==> src/lprot_pkg.sv <==
// Shared constants and types for the last-pressed route override table.
`timescale 1ns / 1ps

package lprot_pkg;

  // Table geometry
  localparam int unsigned Entries      = 8;
  localparam int unsigned IdxW         = (Entries > 1) ? $clog2(Entries) : 1;
  localparam int unsigned PositionBits = 8;
  localparam int unsigned RouteBits    = 4;
  localparam int unsigned StampBits    = 32;

  // Stream payload widths
  localparam int unsigned InDataW  = 16;
  localparam int unsigned OutDataW = 8;

  // Event kinds carried in the input tuser bit
  localparam logic FuncPress   = 1'b0;
  localparam logic FuncRelease = 1'b1;

  // Result status codes
  localparam logic StatusOk   = 1'b0;
  localparam logic StatusFull = 1'b1;

  typedef logic [IdxW-1:0]         idx_t;
  typedef logic [PositionBits-1:0] pos_t;
  typedef logic [RouteBits-1:0]    route_t;
  typedef logic [StampBits-1:0]    stamp_t;

endpackage

==> src/last_pressed_route_override_table_top.sv <==
// Top level of the last-pressed route override table with its scan sequencer.
//
// Usage: key events enter on the s_axis channel, one beat per event. tuser is
// the event kind (press or release), tdata carries the key position and the
// route to hold while pressed. Each event gives exactly one result beat on the
// m_axis channel: status (ok or table full), whether any override is active,
// and the route of the most recently pressed active key (0 when none).
// Sequence: after accept, one index counter walks the eight entries twice
// through the shared compare path: once to find the matching or lowest free
// entry, then StWrite updates the entry, then it walks once more to pick the
// highest stamp, then StDone hands the result to the output register.
// s_axis_tready is high only while the sequencer is idle, so one event is at
// work at a time and the next is not taken before StDone is left. The output
// register holds a result while the receiver stalls and a new event may be
// accepted meanwhile; that event waits at its last step until the register
// is free.
// Reset clears all active marks, the order counter and the output valid.
`timescale 1ns / 1ps

module last_pressed_route_override_table_top (
  input  logic                           clk_i,
  input  logic                           rst_ni,
  // Input events
  input  logic                           s_axis_tvalid,
  output logic                           s_axis_tready,
  input  logic                           s_axis_tuser,   // [0] func
  input  logic [lprot_pkg::InDataW-1:0]  s_axis_tdata,   // [7:0] key_position,
                                                         // [11:8] route_index
  // Results
  output logic                           m_axis_tvalid,
  input  logic                           m_axis_tready,
  output logic [lprot_pkg::OutDataW-1:0] m_axis_tdata    // [0] status,
                                                         // [1] override_valid,
                                                         // [5:2] selected_route
);

  // Sequencer codes
  localparam logic [2:0] StIdle  = 3'd0;
  localparam logic [2:0] StScan  = 3'd1;
  localparam logic [2:0] StWrite = 3'd2;
  localparam logic [2:0] StSel   = 3'd3;
  localparam logic [2:0] StDone  = 3'd4;

  localparam lprot_pkg::idx_t LastIdx = lprot_pkg::idx_t'(lprot_pkg::Entries - 1);

  logic [2:0] state_q, state_d;
  lprot_pkg::idx_t idx_q, idx_d;

  // Latched event
  logic              func_q;
  lprot_pkg::pos_t   key_q;
  lprot_pkg::route_t route_in_q;

  // Table storage
  logic [lprot_pkg::Entries-1:0] active_q, active_d;
  lprot_pkg::pos_t   pos_q   [lprot_pkg::Entries];
  lprot_pkg::route_t route_q [lprot_pkg::Entries];
  lprot_pkg::stamp_t stamp_q [lprot_pkg::Entries];
  lprot_pkg::stamp_t counter_q, counter_d;

  // Search results
  logic            match_found_q, match_found_d;
  lprot_pkg::idx_t match_idx_q, match_idx_d;
  logic            free_found_q, free_found_d;
  lprot_pkg::idx_t free_idx_q, free_idx_d;
  logic            status_q, status_d;

  // Selection results
  logic              best_found_q, best_found_d;
  lprot_pkg::stamp_t best_stamp_q, best_stamp_d;
  lprot_pkg::route_t best_route_q, best_route_d;

  // Output register
  logic                           out_valid_q, out_valid_d;
  logic [lprot_pkg::OutDataW-1:0] out_data_q, out_data_d;

  // Table write port
  logic              wr_en;
  lprot_pkg::idx_t   wr_idx;

  // Shared compare path on the entry under the index counter
  logic pos_eq, stamp_gt;
  assign pos_eq   = active_q[idx_q] && (pos_q[idx_q] == key_q);
  assign stamp_gt = stamp_q[idx_q] > best_stamp_q;

  assign s_axis_tready = (state_q == StIdle);
  assign m_axis_tvalid = out_valid_q;
  assign m_axis_tdata  = out_data_q;

  // Sequencer and datapath control
  always_comb begin
    state_d       = state_q;
    idx_d         = idx_q;
    active_d      = active_q;
    counter_d     = counter_q;
    match_found_d = match_found_q;
    match_idx_d   = match_idx_q;
    free_found_d  = free_found_q;
    free_idx_d    = free_idx_q;
    status_d      = status_q;
    best_found_d  = best_found_q;
    best_stamp_d  = best_stamp_q;
    best_route_d  = best_route_q;
    out_valid_d   = out_valid_q;
    out_data_d    = out_data_q;
    wr_en         = 1'b0;
    wr_idx        = free_idx_q;

    // Drop the result once the receiver takes it
    if (out_valid_q && m_axis_tready) begin
      out_valid_d = 1'b0;
    end

    unique case (state_q)
      StIdle: begin
        if (s_axis_tvalid) begin
          state_d       = StScan;
          idx_d         = '0;
          match_found_d = 1'b0;
          free_found_d  = 1'b0;
        end
      end
      StScan: begin
        // Record the first match and the lowest free entry
        if (pos_eq && !match_found_q) begin
          match_found_d = 1'b1;
          match_idx_d   = idx_q;
        end
        if (!active_q[idx_q] && !free_found_q) begin
          free_found_d = 1'b1;
          free_idx_d   = idx_q;
        end
        if (idx_q == LastIdx) begin
          state_d = StWrite;
        end else begin
          idx_d = idx_q + 1'b1;
        end
      end
      StWrite: begin
        status_d = lprot_pkg::StatusOk;
        if (func_q == lprot_pkg::FuncPress) begin
          if (match_found_q || free_found_q) begin
            wr_en     = 1'b1;
            wr_idx    = match_found_q ? match_idx_q : free_idx_q;
            counter_d = counter_q + 1'b1;
            active_d[wr_idx] = 1'b1;
          end else begin
            status_d = lprot_pkg::StatusFull;
          end
        end else if (match_found_q) begin
          active_d[match_idx_q] = 1'b0;
        end
        state_d      = StSel;
        idx_d        = '0;
        best_found_d = 1'b0;
        best_stamp_d = '0;
        best_route_d = '0;
      end
      StSel: begin
        // Keep the lowest entry with the highest stamp
        if (active_q[idx_q] && (!best_found_q || stamp_gt)) begin
          best_found_d = 1'b1;
          best_stamp_d = stamp_q[idx_q];
          best_route_d = route_q[idx_q];
        end
        if (idx_q == LastIdx) begin
          state_d = StDone;
        end else begin
          idx_d = idx_q + 1'b1;
        end
      end
      StDone: begin
        // Hold until the output register is free
        if (!out_valid_q || m_axis_tready) begin
          out_valid_d = 1'b1;
          out_data_d  = lprot_pkg::OutDataW'({best_route_q, best_found_q, status_q});
          state_d     = StIdle;
        end
      end
      default: begin
        state_d = StIdle;
      end
    endcase
  end

  // Control registers
  always_ff @(posedge clk_i or negedge rst_ni) begin
    if (!rst_ni) begin
      state_q     <= StIdle;
      active_q    <= '0;
      counter_q   <= '0;
      out_valid_q <= 1'b0;
    end else begin
      state_q     <= state_d;
      active_q    <= active_d;
      counter_q   <= counter_d;
      out_valid_q <= out_valid_d;
    end
  end

  // Working registers
  always_ff @(posedge clk_i) begin
    idx_q         <= idx_d;
    match_found_q <= match_found_d;
    match_idx_q   <= match_idx_d;
    free_found_q  <= free_found_d;
    free_idx_q    <= free_idx_d;
    status_q      <= status_d;
    best_found_q  <= best_found_d;
    best_stamp_q  <= best_stamp_d;
    best_route_q  <= best_route_d;
    out_data_q    <= out_data_d;
    if (s_axis_tvalid && s_axis_tready) begin
      func_q     <= s_axis_tuser;
      key_q      <= s_axis_tdata[lprot_pkg::PositionBits-1:0];
      route_in_q <= s_axis_tdata[lprot_pkg::PositionBits +: lprot_pkg::RouteBits];
    end
  end

  // Entry payload: position, route and stamp of the chosen entry
  always_ff @(posedge clk_i) begin
    if (wr_en) begin
      pos_q[wr_idx]   <= key_q;
      route_q[wr_idx] <= route_in_q;
      stamp_q[wr_idx] <= counter_d;
    end
  end

endmodule
==> config.mk <==
export PLATFORM = sky130hd
export DESIGN_NAME = last_pressed_route_override_table_top
export DESIGN_NICKNAME = d
export VERILOG_FILES = /design/src/lprot_pkg.sv /design/src/last_pressed_route_override_table_top.sv
export SDC_FILE = /design/constraint.sdc
export NUM_CORES = 1
export LEC_CHECK = 0
export CAP_MARGIN = 5
export CORE_MARGIN = 10
export CORE_UTILIZATION = 40
export CTS_BUF_LIST = sky130_fd_sc_hd__clkbuf_4 sky130_fd_sc_hd__clkbuf_8 sky130_fd_sc_hd__clkbuf_16
export CTS_CLUSTER_DIAMETER = 150
export DETAILED_ROUTE_END_ITERATION = 8
export DONT_BUFFER_PORTS = 1
export RECOVER_POWER = 50
export SLEW_MARGIN = 20
export SYNTH_ARGS = -nofsm -noshare
export SYNTH_HDL_FRONTEND = slang
export SYNTH_SLANG_ARGS = --single-unit
==> constraint.sdc <==
create_clock -name clk_i -period 6.9 [get_ports clk_i]
set_input_delay 0 -clock clk_i [delete_from_list [all_inputs] [get_ports clk_i]]
set_output_delay 0 -clock clk_i [all_outputs]
set_load 0.05 [all_outputs]
# == Word-level counts from Yosys, hierarchy flattened ==
# Memory sizes are Yosys's and may differ from the RTL's. A register that Yosys moved wholly into a read port is not among the register bits.
# Cells that the tools add are included.
# word_totals
word_cells,124
reg_bits,112
rom_bits,0
mem_bits_rw,352
n_memories,3
latch_bits,0
inputBits,21
# op_classes
order_cmp,6
bitwise,3
shift,0
n_addsub,2
n_mul,0
reduce_logical,31
n_eq_ne,15
div_mod_pow,0
n_mux,47
# mem_list
name,depth,word_bits,read_ports,rd_ports_with_merged_regs,write_ports,line,text
stamp_q,8,32,1,1,1,last_pressed_route_override_table_top.sv:58,lprot_pkg::stamp_t stamp_q [lprot_pkg::Entries];
pos_q,8,8,1,1,1,last_pressed_route_override_table_top.sv:56,lprot_pkg::pos_t pos_q [lprot_pkg::Entries];
route_q,8,4,1,1,1,last_pressed_route_override_table_top.sv:57,lprot_pkg::route_t route_q [lprot_pkg::Entries];
# op_table
cell,count
32-bit two-way mux,4
32-bit one-hot mux with 2 select lines,1
3-bit two-way mux,13
32-bit by 1-bit adder with 32-bit output (second input constant),1
32-bit > comparator,1
8-bit two-way mux,3
1-bit two-way mux,16
2-bit inequality test (second input constant),8
3-bit one-hot mux with 5 select lines,1
3-bit by 4-bit < comparator with 1-bit output (second input constant),3
3-bit AND reduction,4
3-bit one-hot mux with 3 select lines,1
8-bit bitwise AND,1
8-bit == test,1
1-bit logical AND,8
8-bit NOT,1
8-bit OR,1
4-bit one-hot mux with 2 select lines,1
2-bit AND reduction,4
1-bit demux with 3-bit select,2
3-bit by 2-bit == test with 1-bit output (second input constant),2
3-bit == test (second input constant),2
3-bit by 1-bit greater-or-equal comparator with 1-bit output (second input constant),2
1-bit one-hot mux with 2 select lines,3
other kinds (12),20

# == Depth between registers and ports, before layout ==
# depth
depth_word,8
mapped_depth,13
ltp_nobuf,9

# == Worst setup path after synthesis ==
# OpenSTA, ideal clock, no wires.
# synth_timing
kind,reg2reg
startpoint,register (tool-made name)
endpoint,register best_found_q (enable)
t_arrival_ps,4805
setup_time_ps,448
period_less_slack_ps,5253
stages_incl_launch_ff,13
required_time_ps,6452
slack_ps,1647
cell_sequence,dfxtp_1 > clkbuf_1 > clkbuf_1 > clkbuf_1 > mux4_2 > mux2_2 > ha_1 > nand4_1 > or2_2 > nor3_1 > nand2_1 > a21o_1 > a22oi_1
# synth_lines
element,line,text
end signal: assignment,last_pressed_route_override_table_top.sv:209,best_found_q <= best_found_d;
end: declaration,last_pressed_route_override_table_top.sv:69,"logic best_found_q, best_found_d;"

# == Final worst setup path ==
# layout_timing
startpoint,register state_q[1]
endpoint,memory stamp_q[6][16] (netlist name) (enable)
# layout_via
elab_chain_cells,4
word_cells_on_any_way,5
cone_classes,eq/ne (1); mux (4)
# layout_rtl
element,line,text
start: declaration,last_pressed_route_override_table_top.sv:46,"logic [2:0] state_q, state_d;"
start signal: assignment,last_pressed_route_override_table_top.sv:189,state_q <= StIdle;
start signal: assignment,last_pressed_route_override_table_top.sv:194,state_q <= state_d;
3-bit by 2-bit == test with 1-bit output (*),last_pressed_route_override_table_top.sv:114,unique case (state_q)
1-bit two-way mux,last_pressed_route_override_table_top.sv:114,
1-bit two-way mux,last_pressed_route_override_table_top.sv:222,if (wr_en) begin
1-bit two-way mux (not written as such),last_pressed_route_override_table_top.sv:225,stamp_q[wr_idx] <= counter_d;
end: declaration,last_pressed_route_override_table_top.sv:58,
# Mark *: on every way between the ends. The rest lies on a longest branch, timed or not.

==> impl_results.rst <==
.. list-table::
   :header-rows: 1

   * - Metric
     - Value
   * - Largest net degree at the start of global routing
     - 60
   * - Wire length of the first global-routing pass
     - 56,760 um
   * - Quantity of I/O buffers inserted on ports
     - 0
   * - Top routing layer in use
     - met4
   * - Cell area after synthesis
     - 18,720 um2
   * - Number of buffers added for setup after CTS
     - 0
   * - Post-detailed-routing wire length
     - 35,970 um
   * - Yosys warns
     - 0
   * - Routed length on met2
     - 16,730 um
   * - Placed cell area
     - ~20,000 um2
   * - Cell Count Post-Placement
     - roughly 1,600
   * - Antenna viol nets, final
     - 0
   * - Distinct cell type count after synthesis
     - 50
   * - Initial DRC Count
     - 486
   * - Critical Path Sink
     - stamp_q[6][16]
   * - Global router's overall resource usage
     - roughly an eighth
   * - TritonCTS clock tree
     - done
   * - Reg-to-reg critical path endpoint
     - stamp_q[6][16]
   * - Outcome
     - complete, but fails checks
   * - Final count of pins violating max slew
     - 182
   * - Row count
     - 79
   * - Routed wire length per instance
     - between 20 and 25 um
   * - Biggest cell delay along the critical path
     - 1.89 ns
   * - Startpoint type of the worst setup path
     - register
   * - Clock Path Buffers
     - 3
   * - Crit path depth
     - 5
   * - Effective utilization at floorplan
     - between 40% and 50%
   * - Cell at the slowest stage of the critical path
     - clkbuf_1
   * - Routed metal-1 wire length
     - 17,070 um
   * - Required time of the critical path
     - 7.00 ns
   * - Share of the cycle needed by the critical path after routing
     - 74.69%
   * - Synth area leaders
     - edfxtp_1 67%, mux4_2 11%, dfrtp_1 5.9%, ha_1 2.3%, mux2_2 2.3%
   * - Peak fanout along the critical path
     - 31
   * - Worst Setup End Kind
     - register
   * - Register-to-register path setup slack
     - 1.75 ns
   * - Count of cells resized by post-cts repair
     - 0
   * - CTS H-Tree Depth
     - 2
   * - Max Fclk
     - 194.0 MHz
   * - Share of the synthesized area in the top cell type
     - 67.39%
   * - Setup_tns
     - 0 ns
   * - Arrival time worst endpoint
     - 5.25 ns
   * - Buf/Inv on CP
     - 1
   * - Class of the tightest hold or removal check
     - in -> reg
   * - Router iterations before antenna repair
     - 5
   * - Top flip-flop cell by instance count after synthesis
     - edfxtp_1
   * - Reg clk slew, reported paths
     - around 0.06 ns
   * - Vias
     - 8,764
   * - Register area share after synthesis
     - 73.59%
   * - Leading area contributor after synthesis
     - edfxtp_1
   * - Area Growth Syn to Fin
     - 13.17%
   * - Sink Count
     - 467
   * - Core region area
     - 46,360 um2
   * - Count of flip-flops with a built-in enable after synthesis
     - 420
   * - Avg Vias per Cell
     - 5.261
   * - Wire length on met3
     - approximately 1600 um
   * - Cell family with the largest share of critical-path delay
     - simple AND/OR/NAND/NOR gates
   * - Final RePlAce weighted congestion
     - ~0.76
   * - Number of CTS-inserted buffers
     - 47
   * - Non-filler instance count after layout
     - 1,666
   * - Clk_lat worst skew
     - 0.56 ns
   * - RSZ-0062 raised after global routing
     - false
   * - Source of the critical timing path
     - state_q[1]
   * - Post-synth ARST share
     - 9.422%
   * - Vias in the first global route
     - roughly 9,400
   * - Cell chain of the critical path
     - or3b_1, nor3_1, nand2_1, nor3_1, clkbuf_1
   * - CTS hold repair buffers
     - 18
   * - R2R Path Start
     - state_q[1]
   * - Antenna violations before repair
     - 0
   * - Fin Clk Skew
     - 0.02443 ns
   * - Die X
     - about 240 um
   * - Ratio of cells with drive above 1 in the final layout
     - 21.44%
   * - I/O Pins
     - 31
   * - Number of synthesized register bits
     - between 400 and 500
   * - Post-synthesis instance total
     - 970
   * - Final setup violation count
     - 0
   * - Leakage
     - 6.578 nW
   * - Root Buffer
     - clkbuf_16
   * - Power Dens Cells
     - 354.0 nW/um2
   * - Post-layout minimum cycle time
     - 5.154 ns
   * - Residual DRC count
     - 0
   * - Cell type with the highest occurrence count on the critical path
     - nor3_1
   * - Failing checks
     - capacitance limit, slew limit
   * - Largest vdd supply drop
     - 0.0003641 V
   * - Number of endpoints with negative hold slack in the final report
     - 0
   * - Count of maximum capacitance violations
     - 7
   * - Slew Limit Headroom
     - -83.93%
   * - Final antenna diode count
     - 0
   * - Number of nets in the finished design
     - 1,078
   * - Mapped Avg Cell Area
     - between 15 and 20 um2
   * - Vertical extent of the die
     - 236.3 um
   * - Post-DP HPWL
     - between 20,000 and 25,000 um
   * - WS Path Type
     - reg -> reg
   * - Post-route design area
     - 21,180 um2
   * - Grt total ovfl
     - 0
   * - Floorplan die area
     - around 56,000 um2
   * - R2R cell count
     - 5
   * - Slew at the pin with the worst max-slew slack
     - 2.759 ns
## cell type report
| class | count | area, um2 |
|---|---|---|
| clock buffers | 56 | 1256 |
| clock inverters | 30 | 299.0 |
| flip-flops and latches | 467 | 13780 |
| fillers | 3892 | 25180 |
| inverters | 38 | 142.6 |
| well taps | 607 | 759.5 |
| multi-input cells | 429 | 4611 |
| repair buffers | 39 | 330.3 |
## cells in the mapped netlist, types with 9 or more instances
cell type  number
xnor2_1        28
nor3_1         11
ha_1           35
mux2_2         38
nand4_1        13
buf_2          13
a21oi_1         9
xor2_1         12
dfrtp_1        44
nand2_1        25
a21o_1         15
nor2_1         28
clkbuf_1       17
edfxtp_1      420
and2_1         33
mux4_2         90
mux2i_1        16
nand3_1        15
inv_1          38
## registers in the layout, summed over array words and instances, names as in the netlist, named ones only
signal	cells
active_q	8
m_axis_tvalid	1
route_in_q	4
free_idx_q	3
best_route_q	4
state_q	3
func_q	1
match_found_q	1
pos_q	64
match_idx_q	3
stamp_q	256
best_found_q	1
route_q	32
best_stamp_q	32
key_q	8
m_axis_tdata	6
counter_q	32
free_found_q	1
idx_q	3
status_q	1
## report_power, final
part	leakage, nW	internal [mW]	switching [mW]
Sequential	3.97	3.32	0.249
Combinational	1.82	0.682	0.690
Clock	0.782	1.52	1.03
## cells in the final DEF (no fill, tap or decap), types with 3 or more instances in the layout
cell,count
nor2_1,26
bufinv_16,6
clkbuf_1,8
nand2_1,25
clkinv_2,11
dlygate4sd3_1,16
clkbuf_4,7
and2_0,12
mux2i_1,16
or2_2,3
and2_1,21
xnor2_1,28
nor3b_1,3
nand3_1,16
xor2_1,12
clkinv_1,10
nand2b_1,7
buf_4,12
o21ai_0,7
mux2_2,36
nand4_1,14
a21o_1,15
nor3_1,13
a21oi_1,9
ha_1,35
inv_1,38
mux4_2,90
clkbuf_16,47
and4_1,5
dfrtp_1,44
and3_1,7
edfxtp_1,420
## cells by family (layout without fill, tap and decap cells)
| logic type | after synthesis | in the layout | synth area share [%] |
|---|---|---|---|
| AO/OA/AOI/OAI | 43 | 43 | 1.524 |
| adder cells (fa/ha/maj) | 35 | 35 | 2.340 |
| other | 1 | 2 | 0.02004 |
| flip-flops | 467 | 467 | 73.59 |
| buffers and inverters | 75 | 163 | 1.671 |
| multiplexers | 144 | 144 | 13.97 |
| AND/OR/NAND/NOR | 165 | 165 | 5.007 |
| XOR/XNOR | 40 | 40 | 1.872 |
## worst min-delay path by stage
stage,from,end,slack [ns],depth (start not counted)
after floorplan,rst_ni,active_q[0],-0.30,0
after detailed placement,rst_ni,m_axis_tvalid,-0.29,0
after CTS,s_axis_tdata[4],key_q[4],0.04,1
final,s_axis_tvalid,key_q[6],0.05,2
after global routing,s_axis_tdata[11],route_in_q[3],0.06,1
after global placement,rst_ni,m_axis_tvalid,-0.29,0
## metrics by stage
step           power, mW  setup slack, ns  hold slack [ns]  utilization (%)
4_1_cts            7.621            1.790          0.03877            46.01
3_3_place_gp       5.021            1.869          -0.2922            42.19
6_report           7.497            1.746          0.05000            45.69
2_1_floorplan      4.621            1.647          -0.2956                -
3_5_place_dp       5.040            1.829          -0.2923            42.19
5_1_grt            7.853            1.434          0.05601            45.69
## routing by layer
layer  up-vias  global-route usage (%)
li1       3937                       -
met5         -                       0
met1      4631                   18.45
met4         0                   2.721
met3        55                   2.441
met2       141                   20.34
Note: power is estimated with default switching activity, not from simulation.
